$ cat src/design/pas_pkg.sv
`timescale 1ns / 1ps
package pas_pkg;

  typedef enum logic [1:0] {
    OP_PACKET = 2'd0,
    OP_STOP   = 2'd1,
    OP_SETUP  = 2'd2,
    OP_UNUSED = 2'd3
  } op_t;

  typedef enum logic [3:0] {
    ST_IDLE_DROP     = 4'd0,
    ST_INVALID       = 4'd1,
    ST_WRONG_SOURCE  = 4'd2,
    ST_VERSION_ERROR = 4'd3,
    ST_ARMING        = 4'd4,
    ST_START_PASSED  = 4'd5,
    ST_LATE          = 4'd6,
    ST_ACCEPTED      = 4'd7,
    ST_COMMAND_DONE  = 4'd8
  } status_t;

  typedef enum logic [2:0] {
    MODE_PENDING = 3'b001,
    MODE_RUNNING = 3'b010,
    MODE_IDLE    = 3'b100
  } mode_t;

  localparam logic [1:0] MODE_CODE_PENDING = 2'd0;
  localparam logic [1:0] MODE_CODE_RUNNING = 2'd1;
  localparam logic [1:0] MODE_CODE_IDLE    = 2'd2;

  typedef enum logic [2:0] {
    REG_BEAM_SOURCE       = 3'd0,
    REG_BEAM_POLARIZATION = 3'd1,
    REG_EXPECTED_VERSION  = 3'd2,
    REG_START_SECONDS     = 3'd3,
    REG_START_NEVER       = 3'd4
  } reg_idx_t;

  localparam int unsigned AddrWidth = 5;

  typedef struct packed {
    logic [1:0]  operation;
    logic        hdr_valid;
    logic [15:0] packet_source;
    logic [7:0]  packet_polarization;
    logic [7:0]  packet_version;
    logic [31:0] time_seconds;
    logic [31:0] packet_sequence;
  } item_t;

  typedef struct packed {
    logic [3:0]  status;
    logic        start_flag;
    logic [30:0] missing_packets;
    logic [1:0]  mode_now;
  } result_t;

  typedef struct packed {
    mode_t       run_mode;
    logic        armed_flag;
    logic [31:0] expected_sequence;
  } state_t;

  typedef struct packed {
    logic [15:0] beam_source;
    logic [7:0]  beam_polarization;
    logic [7:0]  expected_version;
    logic [31:0] start_seconds;
    logic        start_never;
  } cfg_t;

  function automatic logic [1:0] mode_code(mode_t m);
    logic [1:0] code;
    case (m)
      MODE_PENDING: code = MODE_CODE_PENDING;
      MODE_RUNNING: code = MODE_CODE_RUNNING;
      MODE_IDLE:    code = MODE_CODE_IDLE;
      default:      code = MODE_CODE_PENDING;
    endcase
    return code;
  endfunction

endpackage

$ cat src/design/pas_if.sv
`timescale 1ns / 1ps
interface pas_in_if;
  logic        valid;
  logic        ready;
  logic [1:0]  operation;
  logic        hdr_valid;
  logic [15:0] packet_source;
  logic [7:0]  packet_polarization;
  logic [7:0]  packet_version;
  logic [31:0] time_seconds;
  logic [31:0] packet_sequence;

  modport source (
    output valid, operation, hdr_valid, packet_source, packet_polarization,
           packet_version, time_seconds, packet_sequence,
    input  ready
  );
  modport sink (
    input  valid, operation, hdr_valid, packet_source, packet_polarization,
           packet_version, time_seconds, packet_sequence,
    output ready
  );
endinterface

interface pas_out_if;
  logic        valid;
  logic        ready;
  logic [3:0]  status;
  logic        start_flag;
  logic [30:0] missing_packets;
  logic [1:0]  mode_now;

  modport source (
    output valid, status, start_flag, missing_packets, mode_now,
    input  ready
  );
  modport sink (
    input  valid, status, start_flag, missing_packets, mode_now,
    output ready
  );
endinterface

$ cat src/design/pas_decide.sv
`timescale 1ns / 1ps
module pas_decide (
  input  pas_pkg::item_t   item,
  input  pas_pkg::state_t  state,
  input  pas_pkg::cfg_t    cfg,
  output pas_pkg::state_t  state_nxt,
  output pas_pkg::result_t result
);

  pas_pkg::status_t status;
  logic             start;
  logic             go;
  logic [31:0]      base;
  logic [31:0]      diff;

  always_comb begin
    state_nxt = state;
    status    = pas_pkg::ST_COMMAND_DONE;
    start     = 1'b0;
    go        = 1'b0;
    base      = state.expected_sequence;
    diff      = '0;
    case (pas_pkg::op_t'(item.operation))
      pas_pkg::OP_STOP: begin
        state_nxt.run_mode = pas_pkg::MODE_IDLE;
      end
      pas_pkg::OP_SETUP: begin
        if (cfg.start_never) begin
          state_nxt.run_mode = pas_pkg::MODE_IDLE;
        end
      end
      pas_pkg::OP_PACKET: begin
        if (state.run_mode == pas_pkg::MODE_IDLE) begin
          status = pas_pkg::ST_IDLE_DROP;
        end else if (!item.hdr_valid) begin
          state_nxt.armed_flag        = 1'b0;
          state_nxt.expected_sequence = '0;
          status = pas_pkg::ST_INVALID;
        end else if (item.packet_source != cfg.beam_source ||
                     item.packet_polarization != cfg.beam_polarization) begin
          status = pas_pkg::ST_WRONG_SOURCE;
        end else if (state.run_mode == pas_pkg::MODE_PENDING) begin
          if (item.packet_version != cfg.expected_version) begin
            state_nxt.run_mode = pas_pkg::MODE_IDLE;
            status = pas_pkg::ST_VERSION_ERROR;
          end else if (!state.armed_flag || item.time_seconds < cfg.start_seconds) begin
            state_nxt.armed_flag = 1'b1;
            if (cfg.start_seconds != '0 && item.time_seconds >= cfg.start_seconds) begin
              status = pas_pkg::ST_START_PASSED;
            end else begin
              status = pas_pkg::ST_ARMING;
            end
          end else begin
            base                 = item.packet_sequence;
            state_nxt.run_mode   = pas_pkg::MODE_RUNNING;
            state_nxt.armed_flag = 1'b0;
            start                = 1'b1;
            go                   = 1'b1;
          end
        end else begin
          go = 1'b1;
        end
        if (go) begin
          diff = item.packet_sequence - base;
          if (diff[31]) begin
            status = pas_pkg::ST_LATE;
            start  = 1'b0;
            diff   = '0;
          end else begin
            state_nxt.expected_sequence = item.packet_sequence + 32'd1;
            status = pas_pkg::ST_ACCEPTED;
          end
        end
      end
      default: begin
      end
    endcase
    result.status          = status;
    result.start_flag      = start;
    result.missing_packets = diff[30:0];
    result.mode_now        = pas_pkg::mode_code(state_nxt.run_mode);
  end

endmodule

$ cat src/design/packet_admission_sequencer.sv
// pipeline: an accepted item passes the input register, then the state and result register,
// before its result is offered on the result channel
// throughput: one item per cycle, limited only by the result channel back-pressure
// reset: synchronous active-low rst_n clears both stage valids, mode to pending,
// armed flag and expected sequence to zero, and all configuration registers to zero
`timescale 1ns / 1ps
module packet_admission_sequencer (
  input  logic                          clk,
  input  logic                          rst_n,
  pas_in_if.sink                        in_ch,
  pas_out_if.source                     out_ch,
  input  logic                          psel,
  input  logic                          penable,
  input  logic                          pwrite,
  input  logic [pas_pkg::AddrWidth-1:0] paddr,
  input  logic [31:0]                   pwdata,
  output logic [31:0]                   prdata,
  output logic                          pready
);

  pas_pkg::cfg_t    cfg_r;
  pas_pkg::state_t  state_r;
  pas_pkg::state_t  state_nxt;
  pas_pkg::item_t   item_r;
  pas_pkg::result_t result_nxt;
  pas_pkg::result_t result_r;
  logic             item_valid_r;
  logic             out_valid_r;
  logic             advance;
  logic             in_take;
  logic             cfg_write;
  pas_pkg::reg_idx_t cfg_idx;

  assign advance   = item_valid_r && (!out_valid_r || out_ch.ready);
  assign in_ch.ready = !item_valid_r || advance;
  assign in_take   = in_ch.valid && in_ch.ready;

  assign pready    = 1'b1;
  assign cfg_write = psel && penable && pwrite;
  assign cfg_idx   = pas_pkg::reg_idx_t'(paddr[pas_pkg::AddrWidth-1:2]);

  always_comb begin
    prdata = '0;
    case (cfg_idx)
      pas_pkg::REG_BEAM_SOURCE:       prdata = {16'd0, cfg_r.beam_source};
      pas_pkg::REG_BEAM_POLARIZATION: prdata = {24'd0, cfg_r.beam_polarization};
      pas_pkg::REG_EXPECTED_VERSION:  prdata = {24'd0, cfg_r.expected_version};
      pas_pkg::REG_START_SECONDS:     prdata = cfg_r.start_seconds;
      pas_pkg::REG_START_NEVER:       prdata = {31'd0, cfg_r.start_never};
      default:                        prdata = '0;
    endcase
  end

  always_ff @(posedge clk) begin
    if (!rst_n) begin
      cfg_r <= '0;
    end else if (cfg_write) begin
      case (cfg_idx)
        pas_pkg::REG_BEAM_SOURCE:       cfg_r.beam_source       <= pwdata[15:0];
        pas_pkg::REG_BEAM_POLARIZATION: cfg_r.beam_polarization <= pwdata[7:0];
        pas_pkg::REG_EXPECTED_VERSION:  cfg_r.expected_version  <= pwdata[7:0];
        pas_pkg::REG_START_SECONDS:     cfg_r.start_seconds     <= pwdata;
        pas_pkg::REG_START_NEVER:       cfg_r.start_never       <= pwdata[0];
        default: begin
        end
      endcase
    end
  end

  pas_decide u_decide (
    .item      (item_r),
    .state     (state_r),
    .cfg       (cfg_r),
    .state_nxt (state_nxt),
    .result    (result_nxt)
  );

  // input register
  always_ff @(posedge clk) begin
    if (!rst_n) begin
      item_valid_r <= 1'b0;
    end else if (in_ch.ready) begin
      item_valid_r <= in_ch.valid;
    end
  end

  always_ff @(posedge clk) begin
    if (in_take) begin
      item_r.operation           <= in_ch.operation;
      item_r.hdr_valid           <= in_ch.hdr_valid;
      item_r.packet_source       <= in_ch.packet_source;
      item_r.packet_polarization <= in_ch.packet_polarization;
      item_r.packet_version      <= in_ch.packet_version;
      item_r.time_seconds        <= in_ch.time_seconds;
      item_r.packet_sequence     <= in_ch.packet_sequence;
    end
  end

  // state and result register
  always_ff @(posedge clk) begin
    if (!rst_n) begin
      state_r.run_mode          <= pas_pkg::MODE_PENDING;
      state_r.armed_flag        <= 1'b0;
      state_r.expected_sequence <= '0;
      out_valid_r               <= 1'b0;
    end else begin
      if (advance) begin
        state_r     <= state_nxt;
        out_valid_r <= 1'b1;
      end else if (out_ch.ready) begin
        out_valid_r <= 1'b0;
      end
    end
  end

  always_ff @(posedge clk) begin
    if (advance) begin
      result_r <= result_nxt;
    end
  end

  assign out_ch.valid           = out_valid_r;
  assign out_ch.status          = result_r.status;
  assign out_ch.start_flag      = result_r.start_flag;
  assign out_ch.missing_packets = result_r.missing_packets;
  assign out_ch.mode_now        = result_r.mode_now;

endmodule
$ cat src/flat_wrapper.sv
// flat-port wrapper written by rule: the top's interface ports become plain ports
module packet_admission_sequencer_flat 
  (clk, rst_n, psel, penable, pwrite, paddr, pwdata, prdata, pready, in_ch_valid, in_ch_operation, in_ch_hdr_valid, in_ch_packet_source, in_ch_packet_polarization, in_ch_packet_version, in_ch_time_seconds, in_ch_packet_sequence, in_ch_ready, out_ch_valid, out_ch_status, out_ch_start_flag, out_ch_missing_packets, out_ch_mode_now, out_ch_ready);
  pas_in_if in_ch_i ();
  pas_out_if out_ch_i ();
  input  logic clk;
  input  logic rst_n;
  input  logic psel;
  input  logic penable;
  input  logic pwrite;
  input  logic [pas_pkg::AddrWidth-1:0] paddr;
  input  logic [31:0] pwdata;
  output logic [31:0] prdata;
  output logic pready;
  input wire logic [$bits(in_ch_i.valid)-1:0] in_ch_valid;
  input wire logic [$bits(in_ch_i.operation)-1:0] in_ch_operation;
  input wire logic [$bits(in_ch_i.hdr_valid)-1:0] in_ch_hdr_valid;
  input wire logic [$bits(in_ch_i.packet_source)-1:0] in_ch_packet_source;
  input wire logic [$bits(in_ch_i.packet_polarization)-1:0] in_ch_packet_polarization;
  input wire logic [$bits(in_ch_i.packet_version)-1:0] in_ch_packet_version;
  input wire logic [$bits(in_ch_i.time_seconds)-1:0] in_ch_time_seconds;
  input wire logic [$bits(in_ch_i.packet_sequence)-1:0] in_ch_packet_sequence;
  output wire logic [$bits(in_ch_i.ready)-1:0] in_ch_ready;
  output wire logic [$bits(out_ch_i.valid)-1:0] out_ch_valid;
  output wire logic [$bits(out_ch_i.status)-1:0] out_ch_status;
  output wire logic [$bits(out_ch_i.start_flag)-1:0] out_ch_start_flag;
  output wire logic [$bits(out_ch_i.missing_packets)-1:0] out_ch_missing_packets;
  output wire logic [$bits(out_ch_i.mode_now)-1:0] out_ch_mode_now;
  input wire logic [$bits(out_ch_i.ready)-1:0] out_ch_ready;
  assign in_ch_i.valid = in_ch_valid;
  assign in_ch_i.operation = in_ch_operation;
  assign in_ch_i.hdr_valid = in_ch_hdr_valid;
  assign in_ch_i.packet_source = in_ch_packet_source;
  assign in_ch_i.packet_polarization = in_ch_packet_polarization;
  assign in_ch_i.packet_version = in_ch_packet_version;
  assign in_ch_i.time_seconds = in_ch_time_seconds;
  assign in_ch_i.packet_sequence = in_ch_packet_sequence;
  assign in_ch_ready = in_ch_i.ready;
  assign out_ch_valid = out_ch_i.valid;
  assign out_ch_status = out_ch_i.status;
  assign out_ch_start_flag = out_ch_i.start_flag;
  assign out_ch_missing_packets = out_ch_i.missing_packets;
  assign out_ch_mode_now = out_ch_i.mode_now;
  assign out_ch_i.ready = out_ch_ready;
  packet_admission_sequencer u_core (.clk(clk), .rst_n(rst_n), .in_ch(in_ch_i), .out_ch(out_ch_i), .psel(psel), .penable(penable), .pwrite(pwrite), .paddr(paddr), .pwdata(pwdata), .prdata(prdata), .pready(pready));
endmodule
$ cat config.mk
export PLATFORM = sky130hd
export DESIGN_NAME = packet_admission_sequencer_flat
export DESIGN_NICKNAME = d
export VERILOG_FILES = /design/src/design/pas_pkg.sv /design/src/design/pas_if.sv /design/src/design/pas_decide.sv /design/src/design/packet_admission_sequencer.sv /design/src/flat_wrapper.sv
export SDC_FILE = /design/constraint.sdc
export NUM_CORES = 1
export LEC_CHECK = 0
export BUFFER_PORTS_ARGS = -buffer_cell sky130_fd_sc_hd__buf_4
export CORE_MARGIN = 3
export CORE_UTILIZATION = 40
export DETAILED_ROUTE_END_ITERATION = 6
export PLACE_DENSITY = 0.59
export SYNTH_ARGS = -nofsm -noshare
export SYNTH_HDL_FRONTEND = slang
export SYNTH_SLANG_ARGS = --single-unit
$ cat constraint.sdc
create_clock -name clk -period 6.65 [get_ports clk]
set_input_delay 0.3325 -clock clk [delete_from_list [all_inputs] [get_ports clk]]
set_output_delay 0.3325 -clock clk [all_outputs]
set_load 0.05 [all_outputs]
* Yosys cells after proc, flatten, opt, wreduce, memory -nomap -nowiden
Index checks and enable logic that the tools add are counted.
** Cells by class
- $add $sub $neg :: 2
- Order comparisons :: 2
- Eq/ne operators :: 16
- Muxes and demuxes :: 47
- Bitwise operators :: 3
- Reductions and logical operators :: 24
** Operators with widths (number)
- 32-bit 2-to-1 mux :: 10
- 32-bit one-hot mux with 5 select lines :: 1
- 36-bit 2-to-1 mux :: 1
- 4-bit 2-to-1 mux :: 9
- 32-bit by 1-bit adder with 32-bit output (second input constant) :: 1
- 32-bit greater-or-equal comparator :: 1
- 32-bit less-than comparator :: 1
- 32-bit nonzero test :: 1
- 32-bit subtractor :: 1
- 1-bit 2-to-1 mux :: 20
- 16-bit inequality test :: 1
- 8-bit inequality test :: 2
- 3-bit 2-to-1 mux :: 4
- 2-bit AND reduction :: 6
- 3-bit by 2-bit equality test with 1-bit output (second input constant) :: 3
- 3-bit equality test (second input constant) :: 3
- 3-bit one-hot mux with 3 select lines :: 1
- 3-bit by 1-bit equality test with 1-bit output (second input constant) :: 2
- 2-bit inequality test (second input constant) :: 3
- 6-bit AND reduction :: 1
- 1-bit logical AND :: 5
- 1-bit logical OR :: 4
- 2-bit one-hot mux with 2 select lines :: 1
- 1-bit zero test :: 3
- 7 further kinds :: 9
** Word-level totals
- Bits in registers :: 240
- Input bits :: 143
- Output and inout port bits :: 73
- Logic and storage cells :: 115

* Depth between registers and ports, before layout
Gate-level depths: netlist of run 1.
- Word-level depth :: 12
- Depth in mapped cells :: 22
- Mapped depth without buffers :: 20

* By module
Synthesis of run 1 repeated with hierarchy kept, for this count alone.
** Unflattened totals
- Cell total of the unflattened synthesis :: 1278
- Area, all modules :: 13216.4 um^2
** By module, submodules not included
- packet_admission_sequencer :: times used 1, cells an instance 625, area each 8663.3 um^2, seq. area each 6175.9 um^2
- pas_decide :: times used 1, cells an instance 653, area each 4553.1 um^2, seq. area each 0.0 um^2

* Least setup slack after synthesis of run 1
Ideal clock, no wire load.
- Path kind :: register to register
- Start :: register u_core.cfg_r[32] (netlist bit)
- End :: register u_core.result_r (netlist bit u_core.out_ch.missing_packets[30]) (data pin)
- Setup time :: 256 ps
- Arrival :: 4588 ps
- Data required time :: 6394 ps
- Path slack :: 1806 ps
- Stages on the path, launching flop included :: 21
- Buffers on the path :: 1
- Clock period less this slack :: 4844 ps
- Cell sequence :: dfxtp_1 -> inv_1 -> ha_1 -> and4_1 -> nand4_1 -> nor4_1 -> o31a_1 -> o2111a_1 -> buf_2 -> mux2_2 -> ha_1 -> fa_1 -> nand2b_1 -> a21oi_1 -> o2111ai_1 -> o221a_2 -> a2111oi_0 -> o31a_1 -> a21boi_0 -> xor2_1 -> nor2_1
** On the way
- Longest elaborated chain between the ends :: 11
- Elaborated cells on any way between the ends :: 19
- Classes of those cells :: add/sub (1); order compare (1); mux (14); bitwise (1); reduce/logical (2)
** Ends and longest elaborated chain
- start, declared :: line packet_admission_sequencer.sv:21 : pas_pkg::cfg_t cfg_r;
- 32-bit less-than comparator (*) :: line pas_decide.sv:46 : end else if (!state.armed_flag || item.time_seconds < cfg.start_seconds) begin
- 1-bit logical OR (*) :: line pas_decide.sv:46
- 32-bit 2-to-1 mux / 1-bit 2-to-1 mux (equally long branches) :: line pas_decide.sv:46
- 32-bit 2-to-1 mux / 1-bit 2-to-1 mux (equally long branches) :: line pas_decide.sv:43 : if (item.packet_version != cfg.expected_version) begin
- 32-bit 2-to-1 mux / 1-bit 2-to-1 mux (equally long branches) :: line pas_decide.sv:42 : end else if (state.run_mode == pas_pkg::MODE_PENDING) begin
- 32-bit 2-to-1 mux / 1-bit 2-to-1 mux (equally long branches) :: line pas_decide.sv:39 : end else if (item.packet_source != cfg.beam_source ||
- 32-bit 2-to-1 mux / 1-bit 2-to-1 mux (equally long branches) :: line pas_decide.sv:35 : end else if (!item.hdr_valid) begin
- 32-bit 2-to-1 mux / 1-bit 2-to-1 mux (equally long branches) :: line pas_decide.sv:33 : if (state.run_mode == pas_pkg::MODE_IDLE) begin
- 32-bit 2-to-1 mux / 1-bit 2-to-1 mux (equally long branches) :: line pas_decide.sv:23 : case (pas_pkg::op_t'(item.operation))
- 32-bit subtractor / 1-bit NOT (equally long branches)
- 3-bit OR reduction (no source line)
- end signal, assigned :: line packet_admission_sequencer.sv:118 : result_r <= result_nxt;
- end, declared :: line packet_admission_sequencer.sv:26 : pas_pkg::result_t result_r;
Mark *: on every way between the ends. The rest lies on a longest branch, timed or not. The select of a mux whose other input is x is not followed.
A chain may end at the register's enable or synchronous reset.

* Worst setup path in the final report of run 1
- Start :: register u_core.cfg_r[32] (netlist bit)
- End :: register u_core.result_r (netlist bit u_core.out_ch.missing_packets[14]) (data pin)
Same word-level chain as after synthesis.

==> summary.txt, run 1 <==
Status - completed
Arrival time worst endpoint - 6.37 ns
Critical Path End Type - flop
Final Slew Violations - 0
Drt pass-1 iters - 5
Total gr overflow - 0
CTS clock-pin slew for the worst setup and hold paths - 0.06 ns
Reg2reg setup slack - 0.66 ns
Layout cells sized above 1 - 20.3%
Sequential cell area - 0.00618 mm²
Residual DRC - 0
Register bit count reported by yosys - 240
Worst slew pin tran - 1.02 ns
Minimum clock period after layout - 5.99 ns
Max rail drop VDD - 0.172 mV
GRT Overall Usage - 19.2%
Final setup skew - 0.0103 ns
Via density - 5.17
Number of buffers added on ports - 212
Pwr/cell area - 221 mW/mm²
Critical path required time - 7.03 ns
Syn Nets - 1355
CTS buffer count - 28
TritonCTS clock tree - yes
Syn_area_per_cell - 10.6 µm²
Period utilization - 90.1%
HP Class - in -> reg
Clock buffer depth - 3
Routed wire per std cell - 17.2 µm
Post-synthesis cell area - 0.0122 mm²
Crit path from - u_core.cfg_r[32]
Final Routed Wirelength - 32100 µm
Footprint of the multi-input gates - 0.00568 mm²
Placed insts - 1717
Main synth FF type - edfxtp_1
CTS H-tree depth - 1
Via Count - 9651
Final hold violation count - 0
Ys Warns - 0
Post-DRT Antenna Nets - 0
Post-route insts no fill - 1868
Final Wtd Congestion - 0.857
EDFF count, synth - 137
First-pass GRT wire length - 51200 µm
Final setup fails - 0
CTS Sinks - 240
Die height - 181 µm
Reg2reg start - u_core.cfg_r[32]
Final hold slack - 0.0277 ns
Async set-reset flop share out of synthesis - 0%
Die Area - 0.0326 mm²
1st-iter DRT viols - 581
FF-to-FF path depth - 21
Dpl hpwl - 22800 µm
Max_slew headroom - 32.0%
Synth Instances - 1147
WS Path Type - reg -> reg
Clock root buffer - clkbuf_16
Reg2reg end - u_core.out_ch.missing_packets[14]
Worst skew pair latency - 0.55 ns
Setup crit end - u_core.out_ch.missing_packets[14]
Fillers - 2651
Post-CTS Repair Setup Buffers - 0
Final core utilization - 54.1%
CORE AREA - 0.0299 mm²
Post-synthesis cell type count - 66
Worst-path maximum fanout - 31
Cell Rows - 63
Die width - 181 µm
Sequential area share after synthesis - 50.6%
P&R area growth vs syn - 32.3%
Startpoint Class - flop
Initial antenna violation count - 0
Number of global-route vias before repair - 9652
Setup TNS - 0 ns
Synth area leader - edfxtp_1
Ports - 216
Fmax achieved - 0.167 GHz
Max-cap violations - 0
Initial core utilization - 40.9%
Ant diodes - 0
P_leak - 5.98 nW
RSZ-0062 raised after global routing - no
Synth area leaders - edfxtp_1 34%, dfxtp_1 17%, ha_1 6.6%, nand2_1 4.3%, mux2i_1 3.9%
Final net count - 1664
Top cell type's share of synthesized area - 33.7%
Largest net degree at the start of global routing - 78
state kept, by name, summed over array words and instances, names as in the netlist:
name and cells:
u_core.cfg_r 65, u_core.out_ch.mode_now 2, u_core.item_valid_r 1, u_core.out_ch.valid 1
u_core.out_ch.missing_packets 31, u_core.item_r 99, u_core.out_ch.start_flag 1, u_core.out_ch.status 4
u_core.state_r 36
how the worst min path moves through the flow:
stage / start / depth (start not counted) / slack (ns) / endpoint
6_report: in_ch_valid / 3 / 0.03 / u_core.item_valid_r
5_1_grt: in_ch_valid / 3 / 0.02 / u_core.item_valid_r
4_1_cts: in_ch_valid / 3 / 0.002 / u_core.item_valid_r
3_5_place_dp: u_core.state_r[30] / 1 / 0.45 / u_core.state_r[30]
3_3_place_gp: u_core.state_r[0] / 1 / 0.44 / u_core.state_r[0]
2_1_floorplan: u_core.state_r[0] / 1 / 0.43 / u_core.state_r[0]
placed cells by master (no fill, tap or decap), drive strengths merged, types with 8 or more instances in the layout:
cell type,n
nand3,25
and3,8
xnor2,36
buf,224
xor2,48
ha,64
mux2i,47
inv,57
a22oi,9
o2bb2ai,32
nor3,40
nand4,20
o21ai,24
and2,8
dfxtp,103
nor2b,32
a21boi,55
edfxtp,137
a21o,14
nor2,72
nor4,17
nand2,139
clkbuf,42
dlygate4sd3,99
a21oi,37
final cells by class:
type | instances | share of cell area (%)
clock buffer | 42 | 5.17
tap | 390 | 3.02
multi-input combinational | 807 | 35.1
inverter | 56 | 1.30
clock inverter | 10 | 0.596
sequential | 240 | 38.2
timing repair buffer | 323 | 16.5
critical path, stage by stage, from the launching register on:
cell and delay [ns]:
dfxtp_1 0.37, inv_1 0.09, ha_1 0.29, and4_1 0.21
nand4_1 0.14, nor4_1 0.61, o31a_1 0.34, o21ai_0 0.19
or4_1 0.70, nor2_1 0.19, a21oi_1 0.07, ha_1 0.30
nand2b_1 0.09, a21oi_1 0.10, o2111ai_1 0.31, nand3_1 0.23
a311oi_2 0.47, o31ai_2 0.17, xor2_2 0.32, nand3_1 0.11
buf_4 0.28, nor3_2 0.24
cell families after synthesis:
group | after synthesis | synth area share, %
flip-flops | 240 | 50.6
other | 1 | 0.0307
AO/OA/AOI/OAI | 221 | 13.0
multiplexers | 56 | 5.33
buffers and inverters | 100 | 3.23
XOR/XNOR | 84 | 6.09
adder cells (fa/ha/maj) | 65 | 6.72
AND/OR/NAND/NOR | 380 | 15.0
synthesized netlist by cell type, drive strengths merged, types with 9 or more instances:
cell type	instances
a21boi	55
a21o	14
a21oi	37
a22oi	9
buf	13
clkbuf	31
dfxtp	103
edfxtp	137
ha	64
inv	56
mux2i	47
nand2	139
nand3	25
nand4	20
nor2	72
nor2b	32
nor3	40
nor4	17
o21ai	24
o2bb2ai	32
xnor2	36
xor2	48
layer usage:
layer / global-route usage [%] / wire length, µm / up-vias / share of wire (%)
li1: - / - / 4774 / -
met1: 25.8 / 14400 / 4563 / 45
met2: 32.3 / 15100 / 248 / 47
met3: 2.88 / 1560 / 66 / 4.8
met4: 5.62 / 1020 / 0 / 3.2
met5: 0 / 0 / - / 0
stage by stage:
step	worst slack [ns]	area, µm²	power (mW)
floorplan	1.81	12200	1.90
detailed placement	0.695	14200	2.04
CTS	0.660	16200	3.62
global route	0.132	16200	3.71
finish	0.657	16200	3.58
global placement	0.759	14200	2.04
report_power, final:
part / internal (mW) / switching (mW) / total [mW]
Combinational: 0.188 / 0.208 / 0.396
Sequential: 1.63 / 0.0364 / 1.66
Clock: 0.906 / 0.613 / 1.52
what timing repair did:
item	4_1_cts	5_1_grt
gates resized for setup	0	0
hold endpoints to repair	99	0
hold buffers	99	0
No activity file was read; power rests on OpenSTA's default activity.
==> run 2: changes to the inputs <==
- CELL_PAD_IN_SITES_DETAIL_PLACEMENT: not set -> 1
- CELL_PAD_IN_SITES_GLOBAL_PLACEMENT: not set -> 2
- CORE_UTILIZATION: 40 -> 36
- PLACE_DENSITY: 0.59 -> 0.79
==> run 2 against run 1 <==
Net effect: design area increased by 1.2%; highest routed layer unchanged; register-to-register slack lost 0.12 ns; combinational power up 4%; largest cell class unchanged; count of clock-buffer cells in the layout shrank 1.
==> summary.txt, run 2 (synthesis results as in run 1) <==
Worst-path maximum fanout - 31 (unchanged)
Reg2reg end - u_core.out_ch.missing_packets[14] (unchanged)
Critical Path Max Stage Delay - 0.71 ns (was 0.70 ns)
Routed wire per std cell - 19.6 µm (was 17.2 µm)
Leading registers by flop count - u_core.item_r: 99 flops, u_core.cfg_r: 65 flops, u_core.state_r: 36 flops (unchanged)
Ports - 216 (unchanged)
Delay-heaviest family, CP - simple AND/OR/NAND/NOR gates (unchanged)
Reg2reg start - u_core.cfg_r[32] (unchanged)
Layout cells sized above 1 - 20.4% (was 20.3%)
Hold path depth - 3 (unchanged)
Post-CTS sizing - 0 (unchanged)
Final Slew Violations - 0 (unchanged)
Largest net degree at the start of global routing - 80 (was 78)
Via density - 5.10 (was 5.17)
Dpl hpwl - 26200 µm (was 22800 µm)
Worst skew pair latency - 0.57 ns (was 0.55 ns)
Buf/Inv on CP - 2 (unchanged)
Worst-path cell chain - inv_1 > ha_1 > and4_1 > nand4_1 > nor4_1 > o31a_1 > o21ai_0 > or4_1 > nor2_1 > a21oi_1 > ha_1 > nand2b_1 > a21oi_1 > o2111ai_1 > nand3_1 > a311oi_2 > o31ai_2 > xor2_2 > nand3_1 > buf_4 > nor3_2 (unchanged)
Number of global-route vias before repair - 10847 (was 9652)
Footprint of the multi-input gates - 0.00567 mm² (was 0.00568 mm²)
Max-cap violations - 0 (unchanged)
Final setup skew - 0.0143 ns (was 0.0103 ns)
Fillers - 3561 (was 2651)
Largest register FFs - 99 (unchanged)
Post-DRT Antenna Nets - 0 (unchanged)
Most frequent cells in the layout - 225 x buf_4, 139 x nand2_1, 137 x edfxtp_1 (was 224 x buf_4, 139 x nand2_1, 137 x edfxtp_1)
P&R area growth vs syn - 34.0% (was 32.3%)
TritonCTS clock tree - yes (unchanged)
Setup TNS - 0 ns (unchanged)
Critical Path End Type - flop (unchanged)
WS Path Type - reg -> reg (unchanged)
Clock root buffer - clkbuf_16 (unchanged)
Clock buffer depth - 3 (unchanged)
Residual DRC - 0 (unchanged)
Via Count - 9856 (was 9651)
First-pass GRT wire length - 59500 µm (was 51200 µm)
Top reg by flops - u_core.item_r (unchanged)
Final Wtd Congestion - 0.815 (was 0.857)
Initial antenna violation count - 3 (was 0)
Period utilization - 91.9% (was 90.1%)
Minimum clock period after layout - 6.11 ns (was 5.99 ns)
Cell Rows - 66 (was 63)
Worst slew pin tran - 1.09 ns (was 1.02 ns)
FF-to-FF path depth - 21 (unchanged)
CORE AREA - 0.0329 mm² (was 0.0299 mm²)
Arrival time worst endpoint - 6.50 ns (was 6.37 ns)
RSZ-0062 raised after global routing - no (unchanged)
1st-iter DRT viols - 303 (was 581)
HP Start - pwdata[31] (was in_ch_valid)
Final net count - 1671 (was 1664)
Die Area - 0.0362 mm² (was 0.0326 mm²)
CTS clock-pin slew for the worst setup and hold paths - 0.06 ns (about the same)
Drt pass-1 iters - 4 (was 5)
Sequential cell area - 0.00618 mm² (unchanged)
CTS H-tree depth - 1 (unchanged)
Max_slew headroom - 27.1% (was 32.0%)
CTS buffer count - 29 (was 28)
Die height - 190 µm (was 181 µm)
Hold endpoint - u_core.cfg_r[32] (was u_core.item_valid_r)
Max rail drop VDD - 0.198 mV (was 0.172 mV)
Number of buffers added on ports - 212 (unchanged)
Critical path required time - 7.03 ns (about the same)
Startpoint Class - flop (unchanged)
CTS Sinks - 240 (unchanged)
Fmax achieved - 0.164 GHz (was 0.167 GHz)
Pwr/cell area - 226 mW/mm² (was 221 mW/mm²)
P_leak - 6.04 nW (was 5.98 nW)
Worst path slowest cell - or4_1 (unchanged)
GRT Overall Usage - 20.7% (was 19.2%)
Initial core utilization - 37.0% (was 40.9%)
Final setup fails - 0 (unchanged)
Final Routed Wirelength - 37800 µm (was 32100 µm)
Commonest non-fill, non-tap cell in the layout - buf_4 (unchanged)
HP Class - in -> reg (unchanged)
Dpl cell area - 0.0143 mm² (was 0.0142 mm²)
Status - completed (unchanged)
Total gr overflow - 0 (unchanged)
Final hold violation count - 0 (unchanged)
Reg2reg setup slack - 0.54 ns (was 0.66 ns)
Post-route design area - 0.0164 mm² (was 0.0162 mm²)
Die width - 190 µm (was 181 µm)
## run 2: changes by cell type in the layout (fill, tap and decap cells not counted), moves of 3 or more
| cell | previous run | this run |
|---|---|---|
| clkinv_1 | 0 | 5 |
| diode_2 | 0 | 3 |
| clkbuf_16 | 29 | 32 |
| clkbuf_1 | 7 | 3 |
| dlygate4sd3_1 | 99 | 103 |
## run 2: cell type report
class / count / share of cell area, %
antenna: 3 / 0.0459
clock buffer: 41 / 5.47
clock inverter: 13 / 0.620
inverter: 56 / 1.29
multi-input combinational: 807 / 34.7
sequential: 240 / 37.8
tap: 442 / 3.38
timing repair buffer: 329 / 16.8
## run 2: routing by layer
| metal | vias up | track usage [%] | wire length [µm] |
|---|---|---|---|
| met5 | - | 0 | 0 |
| met4 | 0 | 5.48 | 903 |
| met3 | 62 | 3.28 | 1360 |
| met2 | 179 | 36.0 | 18500 |
| met1 | 4827 | 26.9 | 17000 |
| li1 | 4788 | - | - |
## run 2: repair_timing
action / in CTS / in global routing
setup buffers: 0 / 0
hold endpoints to repair: 103 / 0
hold buffers: 103 / 0
## run 2: worst max-delay path by stage
stage | from | end | slack, ns | cells past startpoint
global route | u_core.cfg_r[32] | u_core.out_ch.missing_packets[14] | 0.06 | 21
detailed placement | u_core.cfg_r[32] | u_core.out_ch.missing_packets[14] | 0.56 | 21
global placement | u_core.cfg_r[32] | u_core.out_ch.missing_packets[14] | 0.72 | 21
finish | u_core.cfg_r[32] | u_core.out_ch.missing_packets[14] | 0.54 | 21
CTS | u_core.cfg_r[32] | u_core.out_ch.missing_packets[14] | 0.51 | 21
floorplan | u_core.cfg_r[32] | u_core.out_ch.missing_packets[30] | 1.81 | 20
## run 2: tightest hold or removal path, delay by kind of cell
family,cells,cell delay [ns]
AO/OA/AOI/OAI,1,0.06
buffers and inverters,1,0.11
AND/OR/NAND/NOR,1,0.04
## run 2: metrics by stage
| step | worst slack [ns] | total power [mW] | hold slack, ns | instances | util [%] |
|---|---|---|---|---|---|
| floorplan | 1.81 | 1.90 | 0.429 | 1147 | - |
| global placement | 0.717 | 2.05 | 0.443 | 1771 | 43.5 |
| detailed placement | 0.557 | 2.06 | 0.446 | 1771 | 43.5 |
| CTS | 0.505 | 3.74 | 0.00216 | 1928 | 49.6 |
| global route | 0.0610 | 3.85 | 0.0181 | 1931 | 49.6 |
| finish | 0.537 | 3.70 | 0.0257 | 1931 | 49.6 |
## run 2: power breakdown
group	leakage [nW]	switching (mW)	internal [mW]
Combinational	3.40	0.220	0.191
Clock	0.492	0.648	0.975
Sequential	2.14	0.0376	1.63
